===== config.mk =====
export PLATFORM = sky130hd
export DESIGN_NAME = selective_repeat_arq_controller_core
export DESIGN_NICKNAME = d
export VERILOG_FILES = /design/src/hdl/sra_pkg.sv /design/src/hdl/sra_wincmp.sv /design/src/hdl/sra_ctrl.sv /design/src/hdl/selective_repeat_arq_controller_core.sv
export VERILOG_INCLUDE_DIRS = /design/src /design/src/hdl
export SDC_FILE = /design/constraint.sdc
export NUM_CORES = 1
export LEC_CHECK = 0
export BUFFER_PORTS_ARGS = -buffer_cell sky130_fd_sc_hd__buf_2
export CORE_MARGIN = 5
export CORE_UTILIZATION = 35
export CTS_CLUSTER_DIAMETER = 120
export CTS_CLUSTER_SIZE = 10
export DETAILED_ROUTE_END_ITERATION = 10
export PLACE_DENSITY = 0.59
export SYNTH_ARGS = -nofsm -noshare
export SYNTH_HDL_FRONTEND = slang
export SYNTH_SLANG_ARGS = --single-unit

===== constraint.sdc =====
create_clock -name clk -period 7.6 [get_ports clk]
set_input_delay 1.14 -clock clk [delete_from_list [all_inputs] [get_ports clk]]
set_output_delay 1.14 -clock clk [all_outputs]
set_load 0.1 [all_outputs]

===== src/hdl/selective_repeat_arq_controller_core_macros.svh =====
// Assertion macros shared by the ARQ controller RTL.
// Each macro samples on clk and is disabled while arst_n is low.
`ifndef SELECTIVE_REPEAT_ARQ_CONTROLLER_CORE_MACROS_SVH
`define SELECTIVE_REPEAT_ARQ_CONTROLLER_CORE_MACROS_SVH

// Same-cycle implication.
`define SRA_ASSERT_IMP(lbl, ante, cons, msg) \
	lbl: assert property (@(posedge clk) disable iff (!arst_n) (ante) |-> (cons)) \
		else $error(msg);

// Next-cycle implication.
`define SRA_ASSERT_NXT(lbl, ante, cons, msg) \
	lbl: assert property (@(posedge clk) disable iff (!arst_n) (ante) |=> (cons)) \
		else $error(msg);

`endif


===== src/hdl/sra_pkg.sv =====
`timescale 1ns / 1ps

package sra_pkg;

	localparam int SEQ_W  = 4;
	localparam int WINDOW = 8;
	localparam int SLOT_W = $clog2(WINDOW);
	localparam int TMR_W  = 16;
	localparam int CFG_IDX_W = 2;

	localparam logic [SEQ_W-1:0] SEQ_MAX  = SEQ_W'(15);
	localparam logic [SEQ_W-1:0] WIN_SEQ  = SEQ_W'(WINDOW);
	localparam logic [SEQ_W-1:0] SEQ_ONE  = SEQ_W'(1);

	localparam logic [TMR_W-1:0] DATA_TIMEOUT_RST = 16'd3000;
	localparam logic [TMR_W-1:0] ACK_TIMEOUT_RST  = 16'd300;

	localparam logic [CFG_IDX_W-1:0] CFG_DATA_TIMEOUT = 2'd0;
	localparam logic [CFG_IDX_W-1:0] CFG_ACK_TIMEOUT  = 2'd1;

	localparam logic [1:0] KIND_DATA = 2'd1;
	localparam logic [1:0] KIND_ACK  = 2'd2;
	localparam logic [1:0] KIND_NAK  = 2'd3;

	typedef enum logic [2:0] {
		CMD_NEW_PKT   = 3'd0,
		CMD_PHY_READY = 3'd1,
		CMD_FRAME     = 3'd2,
		CMD_DATA_TO   = 3'd3,
		CMD_ACK_TO    = 3'd4
	} cmd_t;

	typedef enum logic [2:0] {
		ACT_DATA    = 3'd0,
		ACT_NAK     = 3'd1,
		ACT_ACK     = 3'd2,
		ACT_ATIMER  = 3'd3,
		ACT_DELIVER = 3'd4,
		ACT_STOP    = 3'd5,
		ACT_STATUS  = 3'd6
	} action_t;

	typedef enum logic [1:0] {
		TSEL_NONE = 2'd0,
		TSEL_DATA = 2'd1,
		TSEL_ACK  = 2'd2
	} tsel_t;

	typedef struct packed {
		logic [2:0]       cmd;
		logic             frame_ok;
		logic [1:0]       frame_kind;
		logic [SEQ_W-1:0] frame_seq;
		logic [SEQ_W-1:0] frame_ack;
	} item_t;

	typedef struct packed {
		action_t           action;
		logic [SEQ_W-1:0]  seq;
		logic [SEQ_W-1:0]  ack;
		logic [SLOT_W-1:0] slot;
		logic [TMR_W-1:0]  timer_value;
		logic              net_enable;
		logic              last;
	} result_t;

	// One action request from the sequencer to the output stage.
	typedef struct packed {
		logic              valid;
		action_t           action;
		logic [SEQ_W-1:0]  seq;
		logic [SEQ_W-1:0]  ack;
		logic [SLOT_W-1:0] slot;
		tsel_t             tsel;
		logic              net_enable;
		logic              last;
	} act_req_t;

endpackage


===== src/hdl/sra_wincmp.sv =====
`timescale 1ns / 1ps

// Circular window test: lo <= val < hi modulo the sequence space.
module sra_wincmp (
	input  logic [sra_pkg::SEQ_W-1:0] lo,
	input  logic [sra_pkg::SEQ_W-1:0] val,
	input  logic [sra_pkg::SEQ_W-1:0] hi,
	output logic                      hit
);

	assign hit = ((lo <= val) && (val < hi)) ||
	             ((hi < lo) && (lo <= val)) ||
	             ((val < hi) && (hi < lo));

endmodule


===== src/hdl/sra_ctrl.sv =====
`timescale 1ns / 1ps
`include "selective_repeat_arq_controller_core_macros.svh"

module sra_ctrl (
	input  logic                clk,
	input  logic                arst_n,
	input  logic                start,
	input  sra_pkg::item_t      item,
	output logic                busy,
	output sra_pkg::act_req_t   act
);

	typedef enum logic [7:0] {
		S_IDLE   = 8'b0000_0001,
		S_EXEC   = 8'b0000_0010,
		S_RX1    = 8'b0000_0100,
		S_RX2    = 8'b0000_1000,
		S_DELIV  = 8'b0001_0000,
		S_NAKRS  = 8'b0010_0000,
		S_STOP   = 8'b0100_0000,
		S_STATUS = 8'b1000_0000
	} state_t;

	state_t state_q, state_d;
	sra_pkg::item_t item_q;

	logic [sra_pkg::SEQ_W-1:0] oldest_q, oldest_d;
	logic [sra_pkg::SEQ_W-1:0] next_q, next_d;
	logic [sra_pkg::SEQ_W-1:0] expected_q, expected_d;
	logic [sra_pkg::SEQ_W-1:0] limit_q, limit_d;
	logic [sra_pkg::SEQ_W-1:0] outst_q, outst_d;
	logic [sra_pkg::SEQ_W-1:0] guard_q, guard_d;
	logic [sra_pkg::WINDOW-1:0] arrived_q, arrived_d;
	logic nak_ok_q, nak_ok_d;
	logic link_q, link_d;
	logic started_q, started_d;
	logic delivered_q, delivered_d;

	logic [sra_pkg::SEQ_W-1:0] win_lo, win_val, win_hi;
	logic [sra_pkg::SEQ_W-1:0] ack_num;
	logic [sra_pkg::SEQ_W-1:0] nak_resend;
	logic win_hit;

	assign busy       = (state_q != S_IDLE);
	assign ack_num    = expected_q + sra_pkg::SEQ_MAX;
	assign nak_resend = item_q.frame_ack + sra_pkg::SEQ_ONE;

	// operand select for the shared window comparator
	always_comb begin
		case (state_q)
			S_RX2: begin
				win_lo  = expected_q;
				win_val = item_q.frame_seq;
				win_hi  = limit_q;
			end
			S_NAKRS: begin
				win_lo  = oldest_q;
				win_val = nak_resend;
				win_hi  = next_q;
			end
			default: begin
				win_lo  = oldest_q;
				win_val = item_q.frame_ack;
				win_hi  = next_q;
			end
		endcase
	end

	sra_wincmp u_wincmp (
		.lo  (win_lo),
		.val (win_val),
		.hi  (win_hi),
		.hit (win_hit)
	);

	always_comb begin
		state_d     = state_q;
		oldest_d    = oldest_q;
		next_d      = next_q;
		expected_d  = expected_q;
		limit_d     = limit_q;
		outst_d     = outst_q;
		guard_d     = guard_q;
		arrived_d   = arrived_q;
		nak_ok_d    = nak_ok_q;
		link_d      = link_q;
		started_d   = started_q;
		delivered_d = delivered_q;
		act         = '0;

		case (state_q)
			S_IDLE: begin
				if (start) begin
					state_d = S_EXEC;
				end
			end
			S_EXEC: begin
				started_d   = 1'b0;
				delivered_d = 1'b0;
				guard_d     = '0;
				state_d     = S_STATUS;
				case (item_q.cmd)
					sra_pkg::CMD_NEW_PKT: begin
						if (outst_q < sra_pkg::WIN_SEQ) begin
							outst_d    = outst_q + sra_pkg::SEQ_ONE;
							next_d     = next_q + sra_pkg::SEQ_ONE;
							link_d     = 1'b0;
							act.valid  = 1'b1;
							act.action = sra_pkg::ACT_DATA;
							act.seq    = next_q;
							act.ack    = ack_num;
							act.slot   = next_q[sra_pkg::SLOT_W-1:0];
							act.tsel   = sra_pkg::TSEL_DATA;
						end
					end
					sra_pkg::CMD_PHY_READY: begin
						link_d = 1'b1;
					end
					sra_pkg::CMD_FRAME: begin
						if (!item_q.frame_ok) begin
							if (nak_ok_q) begin
								nak_ok_d   = 1'b0;
								link_d     = 1'b0;
								act.valid  = 1'b1;
								act.action = sra_pkg::ACT_NAK;
								act.ack    = ack_num;
							end
						end else if (item_q.frame_kind == sra_pkg::KIND_DATA) begin
							state_d = S_RX1;
						end else if (item_q.frame_kind == sra_pkg::KIND_NAK) begin
							state_d = S_NAKRS;
						end else begin
							state_d = S_STOP;
						end
					end
					sra_pkg::CMD_DATA_TO: begin
						link_d     = 1'b0;
						act.valid  = 1'b1;
						act.action = sra_pkg::ACT_DATA;
						act.seq    = oldest_q;
						act.ack    = ack_num;
						act.slot   = oldest_q[sra_pkg::SLOT_W-1:0];
						act.tsel   = sra_pkg::TSEL_DATA;
					end
					sra_pkg::CMD_ACK_TO: begin
						link_d     = 1'b0;
						act.valid  = 1'b1;
						act.action = sra_pkg::ACT_ACK;
						act.ack    = ack_num;
					end
					default: begin
					end
				endcase
			end
			S_RX1: begin
				state_d   = S_RX2;
				act.valid = 1'b1;
				if ((item_q.frame_seq != expected_q) && nak_ok_q) begin
					nak_ok_d   = 1'b0;
					link_d     = 1'b0;
					act.action = sra_pkg::ACT_NAK;
					act.ack    = ack_num;
				end else begin
					started_d  = 1'b1;
					act.action = sra_pkg::ACT_ATIMER;
					act.tsel   = sra_pkg::TSEL_ACK;
				end
			end
			S_RX2: begin
				if (win_hit && !arrived_q[item_q.frame_seq[sra_pkg::SLOT_W-1:0]]) begin
					arrived_d[item_q.frame_seq[sra_pkg::SLOT_W-1:0]] = 1'b1;
					state_d = S_DELIV;
				end else begin
					state_d = S_STOP;
				end
			end
			S_DELIV: begin
				// hand up in-order frames one per cycle
				if (arrived_q[expected_q[sra_pkg::SLOT_W-1:0]]) begin
					arrived_d[expected_q[sra_pkg::SLOT_W-1:0]] = 1'b0;
					nak_ok_d    = 1'b1;
					expected_d  = expected_q + sra_pkg::SEQ_ONE;
					limit_d     = limit_q + sra_pkg::SEQ_ONE;
					delivered_d = 1'b1;
					act.valid   = 1'b1;
					act.action  = sra_pkg::ACT_DELIVER;
					act.seq     = expected_q;
					act.slot    = expected_q[sra_pkg::SLOT_W-1:0];
				end else begin
					state_d = S_STOP;
					if (delivered_q && !started_q) begin
						act.valid  = 1'b1;
						act.action = sra_pkg::ACT_ATIMER;
						act.tsel   = sra_pkg::TSEL_ACK;
					end
				end
			end
			S_NAKRS: begin
				state_d = S_STOP;
				if (win_hit) begin
					link_d     = 1'b0;
					act.valid  = 1'b1;
					act.action = sra_pkg::ACT_DATA;
					act.seq    = nak_resend;
					act.ack    = ack_num;
					act.slot   = nak_resend[sra_pkg::SLOT_W-1:0];
					act.tsel   = sra_pkg::TSEL_DATA;
				end
			end
			S_STOP: begin
				// retire acknowledged frames one per cycle
				if ((guard_q < sra_pkg::WIN_SEQ) && win_hit) begin
					if (outst_q != '0) begin
						outst_d = outst_q - sra_pkg::SEQ_ONE;
					end
					oldest_d   = oldest_q + sra_pkg::SEQ_ONE;
					guard_d    = guard_q + sra_pkg::SEQ_ONE;
					act.valid  = 1'b1;
					act.action = sra_pkg::ACT_STOP;
					act.seq    = oldest_q;
					act.slot   = oldest_q[sra_pkg::SLOT_W-1:0];
				end else begin
					state_d = S_STATUS;
				end
			end
			S_STATUS: begin
				state_d        = S_IDLE;
				act.valid      = 1'b1;
				act.action     = sra_pkg::ACT_STATUS;
				act.net_enable = (outst_q < sra_pkg::WIN_SEQ) && link_q;
				act.last       = 1'b1;
			end
			default: begin
				state_d = S_IDLE;
			end
		endcase
	end

	always_ff @(posedge clk or negedge arst_n) begin
		if (!arst_n) begin
			state_q     <= S_IDLE;
			oldest_q    <= '0;
			next_q      <= '0;
			expected_q  <= '0;
			limit_q     <= sra_pkg::WIN_SEQ;
			outst_q     <= '0;
			guard_q     <= '0;
			arrived_q   <= '0;
			nak_ok_q    <= 1'b1;
			link_q      <= 1'b0;
			started_q   <= 1'b0;
			delivered_q <= 1'b0;
		end else begin
			state_q     <= state_d;
			oldest_q    <= oldest_d;
			next_q      <= next_d;
			expected_q  <= expected_d;
			limit_q     <= limit_d;
			outst_q     <= outst_d;
			guard_q     <= guard_d;
			arrived_q   <= arrived_d;
			nak_ok_q    <= nak_ok_d;
			link_q      <= link_d;
			started_q   <= started_d;
			delivered_q <= delivered_d;
		end
	end

	always_ff @(posedge clk) begin
		if (start && !busy) begin
			item_q <= item;
		end
	end

	`SRA_ASSERT_IMP(a_guard_bound, 1'b1, guard_q <= sra_pkg::WIN_SEQ, "stop loop overran")
	`SRA_ASSERT_IMP(a_outst_bound, 1'b1, outst_q <= sra_pkg::WIN_SEQ, "outstanding over window")
	`SRA_ASSERT_IMP(a_idle_quiet, state_q == S_IDLE, !act.valid, "action while idle")
	`SRA_ASSERT_NXT(a_deliver_adv, act.valid && (act.action == sra_pkg::ACT_DELIVER), expected_q == ($past(expected_q) + sra_pkg::SEQ_ONE), "deliver without advance")

endmodule


===== src/hdl/selective_repeat_arq_controller_core.sv =====
`timescale 1ns / 1ps
`include "selective_repeat_arq_controller_core_macros.svh"
// The first result of an event comes from the command step through the output register, or
//   from a later step when the command step emits nothing; the status item shows in the same cycle that busy falls.
// A start is taken only while the core is idle, so one event finishes before the next begins;
//   the sequencer emits at most one action per cycle through a single window comparator.
// Results are strobed for one cycle and the receiver cannot stall them.
// Reset (arst_n low, asynchronous) clears window state (receive limit to 8, NAK enabled), timeouts to 3000 and 300.

module selective_repeat_arq_controller_core (
	input  logic                                clk,
	input  logic                                arst_n,
	// event channel
	input  logic                                start,
	output logic                                busy,
	input  sra_pkg::item_t                      item,
	// action channel
	output logic                                result_valid,
	output sra_pkg::result_t                    result,
	// register write channel
	input  logic                                cfg_valid,
	output logic                                cfg_ready,
	input  logic [sra_pkg::CFG_IDX_W-1:0]       cfg_index,
	input  logic [sra_pkg::TMR_W-1:0]           cfg_data
);

	sra_pkg::act_req_t act;

	logic [sra_pkg::TMR_W-1:0] data_to_q;
	logic [sra_pkg::TMR_W-1:0] ack_to_q;
	logic [sra_pkg::TMR_W-1:0] timer_sel;
	logic                      result_valid_q;
	sra_pkg::result_t          result_q;

	// Registers are to be written only while idle; the block itself does not enforce it, so always take the transfer.
	assign cfg_ready = 1'b1;

	always_ff @(posedge clk or negedge arst_n) begin
		if (!arst_n) begin
			data_to_q <= sra_pkg::DATA_TIMEOUT_RST;
			ack_to_q  <= sra_pkg::ACK_TIMEOUT_RST;
		end else if (cfg_valid && cfg_ready) begin
			// drop writes to unknown indexes
			case (cfg_index)
				sra_pkg::CFG_DATA_TIMEOUT: data_to_q <= cfg_data;
				sra_pkg::CFG_ACK_TIMEOUT:  ack_to_q  <= cfg_data;
				default: begin
				end
			endcase
		end
	end

	// Sequencer: walks one event through its action steps.
	sra_ctrl u_ctrl (
		.clk    (clk),
		.arst_n (arst_n),
		.start  (start),
		.item   (item),
		.busy   (busy),
		.act    (act)
	);

	// Attach the timer duration that belongs to the action.
	always_comb begin
		case (act.tsel)
			sra_pkg::TSEL_DATA: timer_sel = data_to_q;
			sra_pkg::TSEL_ACK:  timer_sel = ack_to_q;
			default:            timer_sel = '0;
		endcase
	end

	// Output register: hold each action for exactly one cycle.
	always_ff @(posedge clk or negedge arst_n) begin
		if (!arst_n) begin
			result_valid_q <= 1'b0;
		end else begin
			result_valid_q <= act.valid;
		end
	end

	always_ff @(posedge clk) begin
		result_q.action      <= act.action;
		result_q.seq         <= act.seq;
		result_q.ack         <= act.ack;
		result_q.slot        <= act.slot;
		result_q.timer_value <= timer_sel;
		result_q.net_enable  <= act.net_enable;
		result_q.last        <= act.last;
	end

	assign result_valid = result_valid_q;
	assign result       = result_q;

	// The status item closes the event: the core must be free when it shows.
	`SRA_ASSERT_IMP(a_last_ends, result_valid && result.last, !busy, "status while busy")

endmodule

==> results of run 1 <==
## metal layers
metal  vias to the layer above  wire (µm)  global-route usage
met1                      2073       6276              0.1977
met3                        16        674             0.03759
met4                         0        272             0.05767
li1                       2057          -                   -
met2                       127       6108              0.2184
met5                         -          0                   0
## worst min path at each step
| stage | depth (start not counted) | slack (ps) | endpoint | from |
|---|---|---|---|---|
| after floorplan | 1 | 400 | u_ctrl.state_q[2]$_DFFE_PN0P_ | u_ctrl.item_q[9]$_DFFE_PP_ |
| after global placement | 1 | 410 | u_ctrl.state_q[2]$_DFFE_PN0P_ | u_ctrl.item_q[9]$_DFFE_PP_ |
| after detailed placement | 1 | 420 | u_ctrl.state_q[2]$_DFFE_PN0P_ | u_ctrl.item_q[9]$_DFFE_PP_ |
| after CTS | 1 | 430 | u_ctrl.state_q[2]$_DFFE_PN0P_ | u_ctrl.item_q[9]$_DFFE_PP_ |
| after global routing | 1 | 450 | u_ctrl.state_q[2]$_DFFE_PN0P_ | u_ctrl.item_q[9]$_DFFE_PP_ |
| final | 1 | 420 | u_ctrl.state_q[2]$_DFFE_PN0P_ | u_ctrl.item_q[9]$_DFFE_PP_ |
## kinds of logic (layout without fill, tap and decap cells)
kind of cell	Yosys count	in the layout	share of synthesized area
simple gates	175	175	0.1564
flops	120	120	0.5070
compound gates	97	97	0.1206
buf+inv	58	132	0.04178
mux	46	46	0.09024
xor+xnor	23	23	0.03468
fa+ha+maj	22	22	0.04868
other cells	1	1	0.0006455
## state kept, by name, indices dropped and copies added, names as in the netlist, 4 cells and up
signal	flops
u_ctrl.limit_q	4
result	29
u_ctrl.arrived_q	8
data_to_q	16
ack_to_q	16
u_ctrl.next_q	4
u_ctrl.expected_q	4
u_ctrl.item_q	14
u_ctrl.oldest_q	4
u_ctrl.state_q	8
u_ctrl.guard_q	4
u_ctrl.outst_q	4
## power breakdown
group / switching, mW / internal (mW) / total, mW
registers: 0.0696 / 0.735 / 0.804
clock network: 0.336 / 0.436 / 0.772
logic: 0.226 / 0.113 / 0.340
## worst max-delay path, stage by stage (launching register included)
cell      delay [ps]
dfrtp_1          440
or4_1            670
or3_1            540
or3b_2           500
nand3_1          120
inv_1             50
ha_1             260
and2_1           140
o21ai_0           90
a32oi_1          420
o221ai_4         330
nand2_1          230
o31a_1           160
ha_1             560
a22oi_1          180
nor2_1           140
## per-stage QoR
step	instances	hold WS, ps
floorplan	542	403.6
global placement	804	408.9
detailed placement	804	416.6
CTS	836	426.6
global route	836	445.0
finish	836	422.1
## synthesized netlist by cell type, types with 2 or more instances
cell / instances / area share
a211oi_1: 2 / 0.0026
inv_1: 29 / 0.019
edfxtp_1: 14 / 0.072
dfxtp_1: 29 / 0.10
buf_2: 2 / 0.0017
or4_1: 3 / 0.0039
mux2_2: 37 / 0.072
or2_2: 2 / 0.0022
xor2_1: 6 / 0.0090
dfstp_2: 14 / 0.063
buf_4: 4 / 0.0052
mux2i_1: 7 / 0.012
nand4_1: 5 / 0.0054
nand2_1: 47 / 0.030
o41ai_1: 2 / 0.0030
o31ai_1: 13 / 0.017
nor3_1: 6 / 0.0052
ha_1: 21 / 0.045
a21o_1: 2 / 0.0026
and3_1: 4 / 0.0043
nand3_2: 2 / 0.0034
xnor2_1: 17 / 0.026
nor2_1: 48 / 0.031
a22oi_1: 20 / 0.026
a21oi_1: 16 / 0.014
or3b_2: 2 / 0.0030
nor2b_1: 2 / 0.0022
buf_1: 3 / 0.0019
nand4b_1: 5 / 0.0075
nor4_2: 2 / 0.0043
or3_1: 6 / 0.0065
nor3b_1: 2 / 0.0026
nand3_1: 16 / 0.014
o21ai_0: 18 / 0.016
o211ai_1: 2 / 0.0026
a211oi_2: 3 / 0.0065
o22ai_1: 3 / 0.0032
and2_1: 5 / 0.0054
clkbuf_1: 19 / 0.012
dfrtp_1: 63 / 0.27
nand3b_1: 4 / 0.0052
nand2b_1: 8 / 0.0086
## area by class of cell
type | count | area share
tap | 220 | 0.03992
inverter | 29 | 0.01579
sequential | 120 | 0.4271
timing repair buffer | 71 | 0.05262
clock buffer | 17 | 0.06169
multi-input combinational | 364 | 0.3809
clock inverter | 15 | 0.02196
==> metrics.md, run 1 <==
| Metric | Value |
|---|---|
| Cells after synthesis | `542` |
| Drt total wl | `13330 µm` |
| Htree depth | `4` |
| Outcome | `completed` |
| Num rows | `47` |
| Share of post-route cells with drive strength above 1 | `0.2857` |
| Fmax | `204.0 MHz` |
| TritonCTS Sinks | `120` |
| Final setup skew | `~12 ps` |
| Setup WS post-layout | `around 2700 ps` |
| Port bufs | `~70` |
| Crit end category | `flop` |
| Syn nets | `600` |
| Worst Path Max Fanout | `16` |
| Postcts setup bufs | `0` |
| Ant diodes | `0` |
| Via Count | `4273` |
| Pre-CTS WS | `between 2000 and 3000 ps` |
| Worst setup path start | `u_ctrl.state_q[6]$_DFFE_PN0P_` |
| Hpwl dp | `9553 µm` |
| Resized cells post-CTS | `0` |
| Chip height | `between 100 and 150 µm` |
| Slew @ Worst Pin | `1196 ps` |
| Post-synth EDFFs | `14` |
| Final net count | `661` |
| CTS buffer count | `17` |
| FF+latch area | `0.002945 mm²` |
| Clock transition at path regs | `around 60 ps` |
| PD cells | `277.8 mW/mm²` |
| Peak VDD IR | `0.2121 mV` |
| Critical path required time | `7940 ps` |
| RD Place Congestion | `0.8689` |
| Reg-to-reg endpoint | `result[7]$_DFF_P_` |
| Clk buf depth | `2` |
| Fill cells | `between 1500 and 2000` |
| Yosys cell types | `69` |
| Register area share after synthesis | `0.5070` |
| Number of synthesized register bits | `120` |
| Die width | `about 140 µm` |
| Fin. max-slew vios | `0` |
| Fin crit period | `slightly below 5000 ps` |
| GRT overflow | `0` |
| Startpoint class of the critical path | `flop` |
| CTS tree | `done` |
| Syn_area_per_cell | `10.72 µm²` |
| Ys flop type | `dfrtp_1` |
| Pwr Total | `1.916 mW` |
| Critical path type | `flop to flop` |
| Final setup fails | `0` |
| Commonest non-fill, non-tap cell in the layout | `buf_2` |
| First-pass GRT wire length | `22670 µm` |
| Placed Area | `0.006319 mm²` |
| Die Area | `a little under 0.02 mm²` |
| RSZ-0062 raised after global routing | `no` |
| # DRC | `0` |
| Final Util | `0.4203` |
| Multi-input gate area | `0.002626 mm²` |
| Final period utilization | `0.6450` |
| Vias per cell | `~5.1` |
| Initial Util | `0.3541` |
| Worst path arrival time | `5240 ps` |
| DR iter-0 viols | `201` |
| Largest net degree at the start of global routing | `78` |
| Hold WC Path Type | `flop to flop` |
| Routed Antenna Nets | `0` |
| Final-report hold violation count | `0` |
| Synth-to-Final Area Change | `18.69%` |
| Static Leak | `3.011 nW` |
| Critical Path End | `result[7]$_DFF_P_` |
| Root buffer cell | `clkbuf_16` |
| Finished Cell Area | `between 0.006 and 0.007 mm²` |
| FF-to-FF Start | `u_ctrl.state_q[6]$_DFFE_PN0P_` |
| Worst skew pair latency | `roughly 420 ps` |
| Reg2reg path depth | `15` |
| Max cap viols | `0` |
| Vias in the first global route | `roughly 4300` |
| Final setup TNS | `0 ps` |
| Slew headroom | `0.1997` |
| Asr flop ratio synth | `0.6417` |
| All-Layer GR Usage | `0.1443` |
| WL/cell | `15.95 µm` |
| IO Count | `71` |
| R2R Setup Slk | `between 2000 and 3000 ps` |
| CTS Hold Bufs | `0` |
| Most frequent cells in the layout | `buf_2, dfrtp_1, nor2_1` |
| Initial antenna violation count | `0` |
| Core area | `0.01641 mm²` |
| Mapped Area | `approximately 0.0058 mm²` |
| DRT Pass-1 Iters | `4` |
| Synth Warn # | `0` |
(Power assumes the default switching activity.)
==> run 2: changes to the inputs <==
==> constraint.sdc (replaced) <==
create_clock -name clk -period 4.8 [get_ports clk]
set_input_delay 0.72 -clock clk [delete_from_list [all_inputs] [get_ports clk]]
set_output_delay 0.72 -clock clk [all_outputs]
set_load 0.1 [all_outputs]
==> run 2 against run 1 <==
- maximum frequency is 11% higher
- first-iteration DRC count increased by 6.5%
- design area increased by 0.85%
- worst hold slack worse by 2.1 ps
- global-route usage is 0.22 points higher
- critical endpoint is now result[13]$_DFF_P_
==> metrics.md, run 2 (synthesized netlist as in run 1, its figures left out) <==
| Metric | Value |
|---|---|
| Final net count | `668` |
| Share of post-route cells with drive strength above 1 | `0.2953` |
| Worst skew pair latency | `420 ps` |
| Core area | `0.01641 mm²` |
| Die width | `138.8 µm` |
| Slew @ Worst Pin | `1170 ps` |
| Htree depth | `4` |
| Startpoint class of the critical path | `flop` |
| Peak VDD IR | `around 0.46 mV` |
| PD cells | `around 440 mW/mm²` |
| TritonCTS Sinks | `120` |
| Routed Antenna Nets | `0` |
| Ant diodes | `0` |
| Initial antenna violation count | `0` |
| Fin crit period | `~4400 ps` |
| Multi-input gate area | `around 0.0026 mm²` |
| FF+latch area | `roughly 0.0029 mm²` |
| Synth-to-Final Area Change | `19.71%` |
| Final setup fails | `0` |
| Clock share of power | `0.407` |
| Finished Cell Area | `0.006954 mm²` |
| Static Leak | `slightly above 3 nW` |
| Num rows | `47` |
| Clock transition at path regs | `~60 ps` |
| Power Internal | `around 2.1 mW` |
| Initial Util | `0.3541` |
| Outcome | `completed` |
| IO Count | `71` |
| DR iter-0 viols | `214` |
| CTS tree | `done` |
| RSZ-0062 raised after global routing | `no` |
| Final period utilization | `0.9209` |
| Sw frac | `0.3237` |
| Worst Path Max Fanout | `16` |
| Max FFs per register | `29` |
| Fill cells | `1591` |
| Vias per cell | `between 5 and 6` |
| Hold path start | `u_ctrl.item_q[9]$_DFFE_PP_` |
| Crit end category | `flop` |
| Fmax | `roughly 230 MHz` |
| DRT Pass-1 Iters | `5` |
| RD Place Congestion | `0.8451` |
| Critical path required time | `between 5000 and 6000 ps` |
| # DRC | `0` |
| Final setup TNS | `0 ps` |
| Final setup skew | `11.59 ps` |
| Hpwl dp | `slightly below 10000 µm` |
| Comb power frac | `0.180` |
| WL/cell | `~16 µm` |
| GRT overflow | `0` |
| Chip height | `138.8 µm` |
| Hold WC Path Type | `flop to flop` |
| Commonest non-fill, non-tap cell in the layout | `buf_2` |
| First-pass GRT wire length | `~23000 µm` |
| All-Layer GR Usage | `0.1465` |
| Clk buf depth | `2` |
| Final-report hold violation count | `0` |
| Drt total wl | `roughly 14000 µm` |
| Root buffer cell | `clkbuf_16` |
| Placed Area | `0.006371 mm²` |
| FF-to-FF Start | `u_ctrl.state_q[6]$_DFFE_PN0P_` |
| Max cap viols | `0` |
| Port bufs | `69` |
| Die Area | `0.01928 mm²` |
| Via Count | `4318` |
| Largest net degree at the start of global routing | `78` |
| Most frequent cells in the layout | `buf_2, dfrtp_1, nor2_1` |
| Slew headroom | `0.2173` |
| Sw Pwr | `0.9983 mW` |
| Fin. max-slew vios | `0` |
| Vias in the first global route | `4409` |
| Critical path type | `flop to flop` |
| Worst setup path start | `u_ctrl.state_q[6]$_DFFE_PN0P_` |
| Postcts setup bufs | `0` |
| CTS buffer count | `17` |
| Worst path arrival time | `4730 ps` |
| Part of the power in registers | `0.413` |
## run 2: final cells by class
class	instances	share of cell area
repair buffers	78	0.05973
inverters	29	0.01565
clock buffers	17	0.06117
well taps	220	0.03958
multi-input cells	364	0.3780
clock inverters	15	0.02231
flip-flops and latches	120	0.4235
## run 2: per-stage QoR
step                std cells  hold WS, ps  power [mW]    util  worst slack [ps]
floorplan                 542        403.6       1.689       -             241.7
global placement          811        411.5       1.827  0.3883             360.1
detailed placement        811        416.4       1.848  0.3883             179.6
CTS                       843        420.7       3.118  0.4237             157.6
global route              843        448.0       3.229  0.4239             76.93
finish                    843        420.0       3.084  0.4239             379.6
## run 2: layer usage
metal / wire (µm) / part of all wire / global-route usage / up-vias
met5: 0 / 0 / 0 / -
li1: - / - / - / 2070
met2: 6649 / 0.48 / 0.2373 / 124
met4: 257 / 0.019 / 0.05613 / 0
met3: 770 / 0.056 / 0.04241 / 18
met1: 6073 / 0.44 / 0.1858 / 2106
## run 2: critical path, stage by stage, from the launching register on
cell and delay (ps):
dfrtp_1 450, or4_1 690, or3_1 540, or3b_2 500, nand3_1 120, inv_1 50
ha_1 250, and2_1 170, o21ai_0 80, a32oi_1 70, buf_4 170, a21oi_1 240
nand2_1 160, o31a_1 140, ha_1 190, buf_4 200, a22oi_1 200, nor2_1 80
## run 2: final timing paths
kind                       depth (start not counted)                         endpoint  slack [ps]
max                                               17               result[13]$_DFF_P_         380
min in group asynchronous                          1  u_ctrl.arrived_q[6]$_DFFE_PN0P_         450
min reg2reg                                        1    u_ctrl.state_q[2]$_DFFE_PN0P_         420
max in group asynchronous                          1    u_ctrl.guard_q[0]$_DFFE_PN0P_        3690
min                                                1    u_ctrl.state_q[2]$_DFFE_PN0P_         420
max reg2reg                                       17               result[13]$_DFF_P_         380
## run 2: power by group through the flow
stage	logic, mW	registers (mW)	clock network, mW
after CTS	0.560	1.27	1.28
after floorplan	0.381	1.31	0
after global placement	0.543	1.28	0
after detailed placement	0.557	1.29	0
final	0.556	1.27	1.25
after global routing	0.607	1.29	1.33
## run 2: what timing repair did
action | CTS | global route
resized for setup | 0 | 1
hold buffers | 0 | 0
setup endpoints to repair | 0 | 16
==> run 3: changes to the inputs <==
--- a/config.mk
+++ b/config.mk
@@ -8,11 +8,11 @@
 export LEC_CHECK = 0
 export BUFFER_PORTS_ARGS = -buffer_cell sky130_fd_sc_hd__buf_2
 export CORE_MARGIN = 5
-export CORE_UTILIZATION = 35
+export CORE_UTILIZATION = 32
 export CTS_CLUSTER_DIAMETER = 120
 export CTS_CLUSTER_SIZE = 10
 export DETAILED_ROUTE_END_ITERATION = 10
-export PLACE_DENSITY = 0.59
+export PLACE_DENSITY = 0.55
 export SYNTH_ARGS = -nofsm -noshare
 export SYNTH_HDL_FRONTEND = slang
 export SYNTH_SLANG_ARGS = --single-unit
==> run 3 against run 2 <==
- clock power is essentially flat
- cell count grew 1.3%
- clock skew shrank 4.0 ps
- sequential power is essentially flat
==> metrics.md, run 3 (synthesized netlist as in run 1, its figures left out) <==
| Metric | Value |
|---|---|
| Die width | `around 140 µm` |
| Vias in the first global route | `roughly 4500` |
| Static Leak | `~3.1 nW` |
| Routed Antenna Nets | `0` |
| All-Layer GR Usage | `0.1440` |
| TritonCTS Sinks | `120` |
| Drt total wl | `about 14000 µm` |
| RSZ-0062 raised after global routing | `no` |
| Slew headroom | `0.4106` |
| Crit end category | `flop` |
| Final setup fails | `0` |
| Final setup skew | `7.605 ps` |
| Worst Path Max Fanout | `16` |
| Power Internal | `between 2 and 2.5 mW` |
| Worst skew pair latency | `420 ps` |
| Clk buf depth | `2` |
| PD cells | `443.7 mW/mm²` |
| Peak VDD IR | `0.3241 mV` |
| DR iter-0 viols | `roughly 240` |
| Top sig layer | `met4` |
| Num rows | `49` |
| WL/cell | `between 15 and 20 µm` |
| Fmax | `233.9 MHz` |
| Placed Area | `approximately 0.0064 mm²` |
| Hpwl dp | `~10000 µm` |
| Final net count | `between 600 and 700` |
| R2R Setup Slk | `520 ps` |
| Chip height | `144.7 µm` |
| # DRC | `0` |
| Commonest non-fill, non-tap cell in the layout | `buf_2` |
| Fin. max-slew vios | `0` |
| Initial Util | `0.3245` |
| Worst path arrival time | `4630 ps` |
| Die Area | `approximately 0.021 mm²` |
| Max FFs per register | `29` |
| Synth-to-Final Area Change | `20.18%` |
| Via Count | `4344` |
| Core area | `0.01790 mm²` |
| Final setup TNS | `0 ps` |
| Critical path type | `flop to flop` |
| Final period utilization | `0.8907` |
| Vias per cell | `5.087` |
| Fin crit period | `between 4000 and 5000 ps` |
| GRT overflow | `0` |
| DRT Pass-1 Iters | `5` |
| Ant diodes | `0` |
| CTS buffer count | `17` |
| Wire length on met2 | `6762 µm` |
| First-pass GRT wire length | `between 20000 and 25000 µm` |
| Port bufs | `69` |
| CTS tree | `done` |
| Max cap viols | `0` |
| Initial antenna violation count | `0` |
| Fill cells | `1777` |
| IO Count | `71` |
| WL met3 | `773 µm` |
| Clock share of power | `0.407` |
| Sw frac | `0.3243` |
| RD Place Congestion | `0.8404` |
| Most frequent cells in the layout | `buf_2, dfrtp_1, nor2_1` |
| Htree depth | `4` |
| Comb power frac | `0.182` |
| Part of the power in registers | `0.411` |
| Outcome | `completed` |
| Largest net degree at the start of global routing | `50` |
| Slew @ Worst Pin | `between 800 and 900 ps` |
| Share of post-route cells with drive strength above 1 | `0.2976` |
| Clock transition at path regs | `around 60 ps` |
| Critical path required time | `5160 ps` |
| Finished Cell Area | `between 0.006 and 0.007 mm²` |
| Met1 WL | `6185 µm` |
| Hold WC Path Type | `input port to async pin` |
| Startpoint class of the critical path | `flop` |
| Postcts setup bufs | `0` |
| Sw Pwr | `1.005 mW` |
| Root buffer cell | `clkbuf_16` |
| Final-report hold violation count | `0` |
[run 3: cell types whose count changed in the layout (fill, tap and decap cells not counted), sizes merged]
cell / change
clkinvlp: -1
buf: +2
inv: +1
[run 3: layout make-up]
| cell class | instances | area (µm²) | share of cell area |
|---|---|---|---|
| flip-flops and latches | 120 | 2945 | 0.4219 |
| multi-input cells | 364 | 2629 | 0.3765 |
| repair buffers | 80 | 430.4 | 0.06165 |
| clock buffers | 17 | 425.4 | 0.06093 |
| well taps | 229 | 286.5 | 0.04104 |
| clock inverters | 15 | 156.4 | 0.02240 |
| inverters | 29 | 108.9 | 0.01559 |
[run 3: path summary, 6_finish.rpt]
| check | startpoint | to | cells after the start |
|---|---|---|---|
| min in group clk | u_ctrl.item_q[9]$_DFFE_PP_ | u_ctrl.state_q[2]$_DFFE_PN0P_ | 1 |
| max in group asynchronous | arst_n | data_to_q[5]$_DFFE_PN1P_ | 2 |
| setup reg to reg | u_ctrl.state_q[6]$_DFFE_PN0P_ | result[16]$_DFF_P_ | 16 |
| setup / recovery | u_ctrl.state_q[6]$_DFFE_PN0P_ | result[16]$_DFF_P_ | 16 |
| hold / removal | arst_n | u_ctrl.arrived_q[3]$_DFFE_PN0P_ | 1 |
| hold reg to reg | u_ctrl.item_q[9]$_DFFE_PP_ | u_ctrl.state_q[2]$_DFFE_PN0P_ | 1 |
[run 3: stage by stage]
| stage | setup slack [ps] | util | power (mW) | cells | hold slack, ps |
|---|---|---|---|---|---|
| after global routing | 224.3 | 0.3900 | 3.248 | 854 | 383.0 |
| final | 524.8 | 0.3900 | 3.098 | 854 | 323.3 |
| after floorplan | 241.7 | - | 1.689 | 542 | 403.6 |
| after global placement | 436.0 | 0.3574 | 1.837 | 822 | 411.6 |
| after CTS | 291.4 | 0.3899 | 3.131 | 854 | 346.0 |
| after detailed placement | 337.5 | 0.3574 | 1.858 | 822 | 420.4 |
[run 3: critical path, stage by stage, from the launching register on]
cell and delay (ps):
dfrtp_1 440, or4_1 560, or3_1 510, or3b_2 500, nand3_1 120, inv_1 50
ha_1 250, and2_1 160, o21ai_0 80, a32oi_1 80, buf_4 170, a21oi_1 240
nand2_1 170, o31ai_1 110, ha_2 490, a22oi_1 130, nor2_1 130
[run 3: layer usage]
layer / vias up / global-route usage
li1: 2075 / -
met1: 2115 / 0.1815
met2: 127 / 0.2360
met3: 27 / 0.03681
met4: 0 / 0.05989
met5: - / 0
[run 3: power groups by stage]
stage | sequential, mW | clock, mW | combinational, mW
6_report | 1.27 | 1.26 | 0.564
5_1_grt | 1.29 | 1.33 | 0.624
4_1_cts | 1.27 | 1.29 | 0.570
3_5_place_dp | 1.29 | 0 | 0.568
3_3_place_gp | 1.28 | 0 | 0.554
2_1_floorplan | 1.31 | 0 | 0.381
[run 3: timing repair]
item | 4_1_cts | 5_1_grt
endpoints found under the setup margin | 0 | 7
resized for setup | 0 | 1
hold buffers | 0 | 0
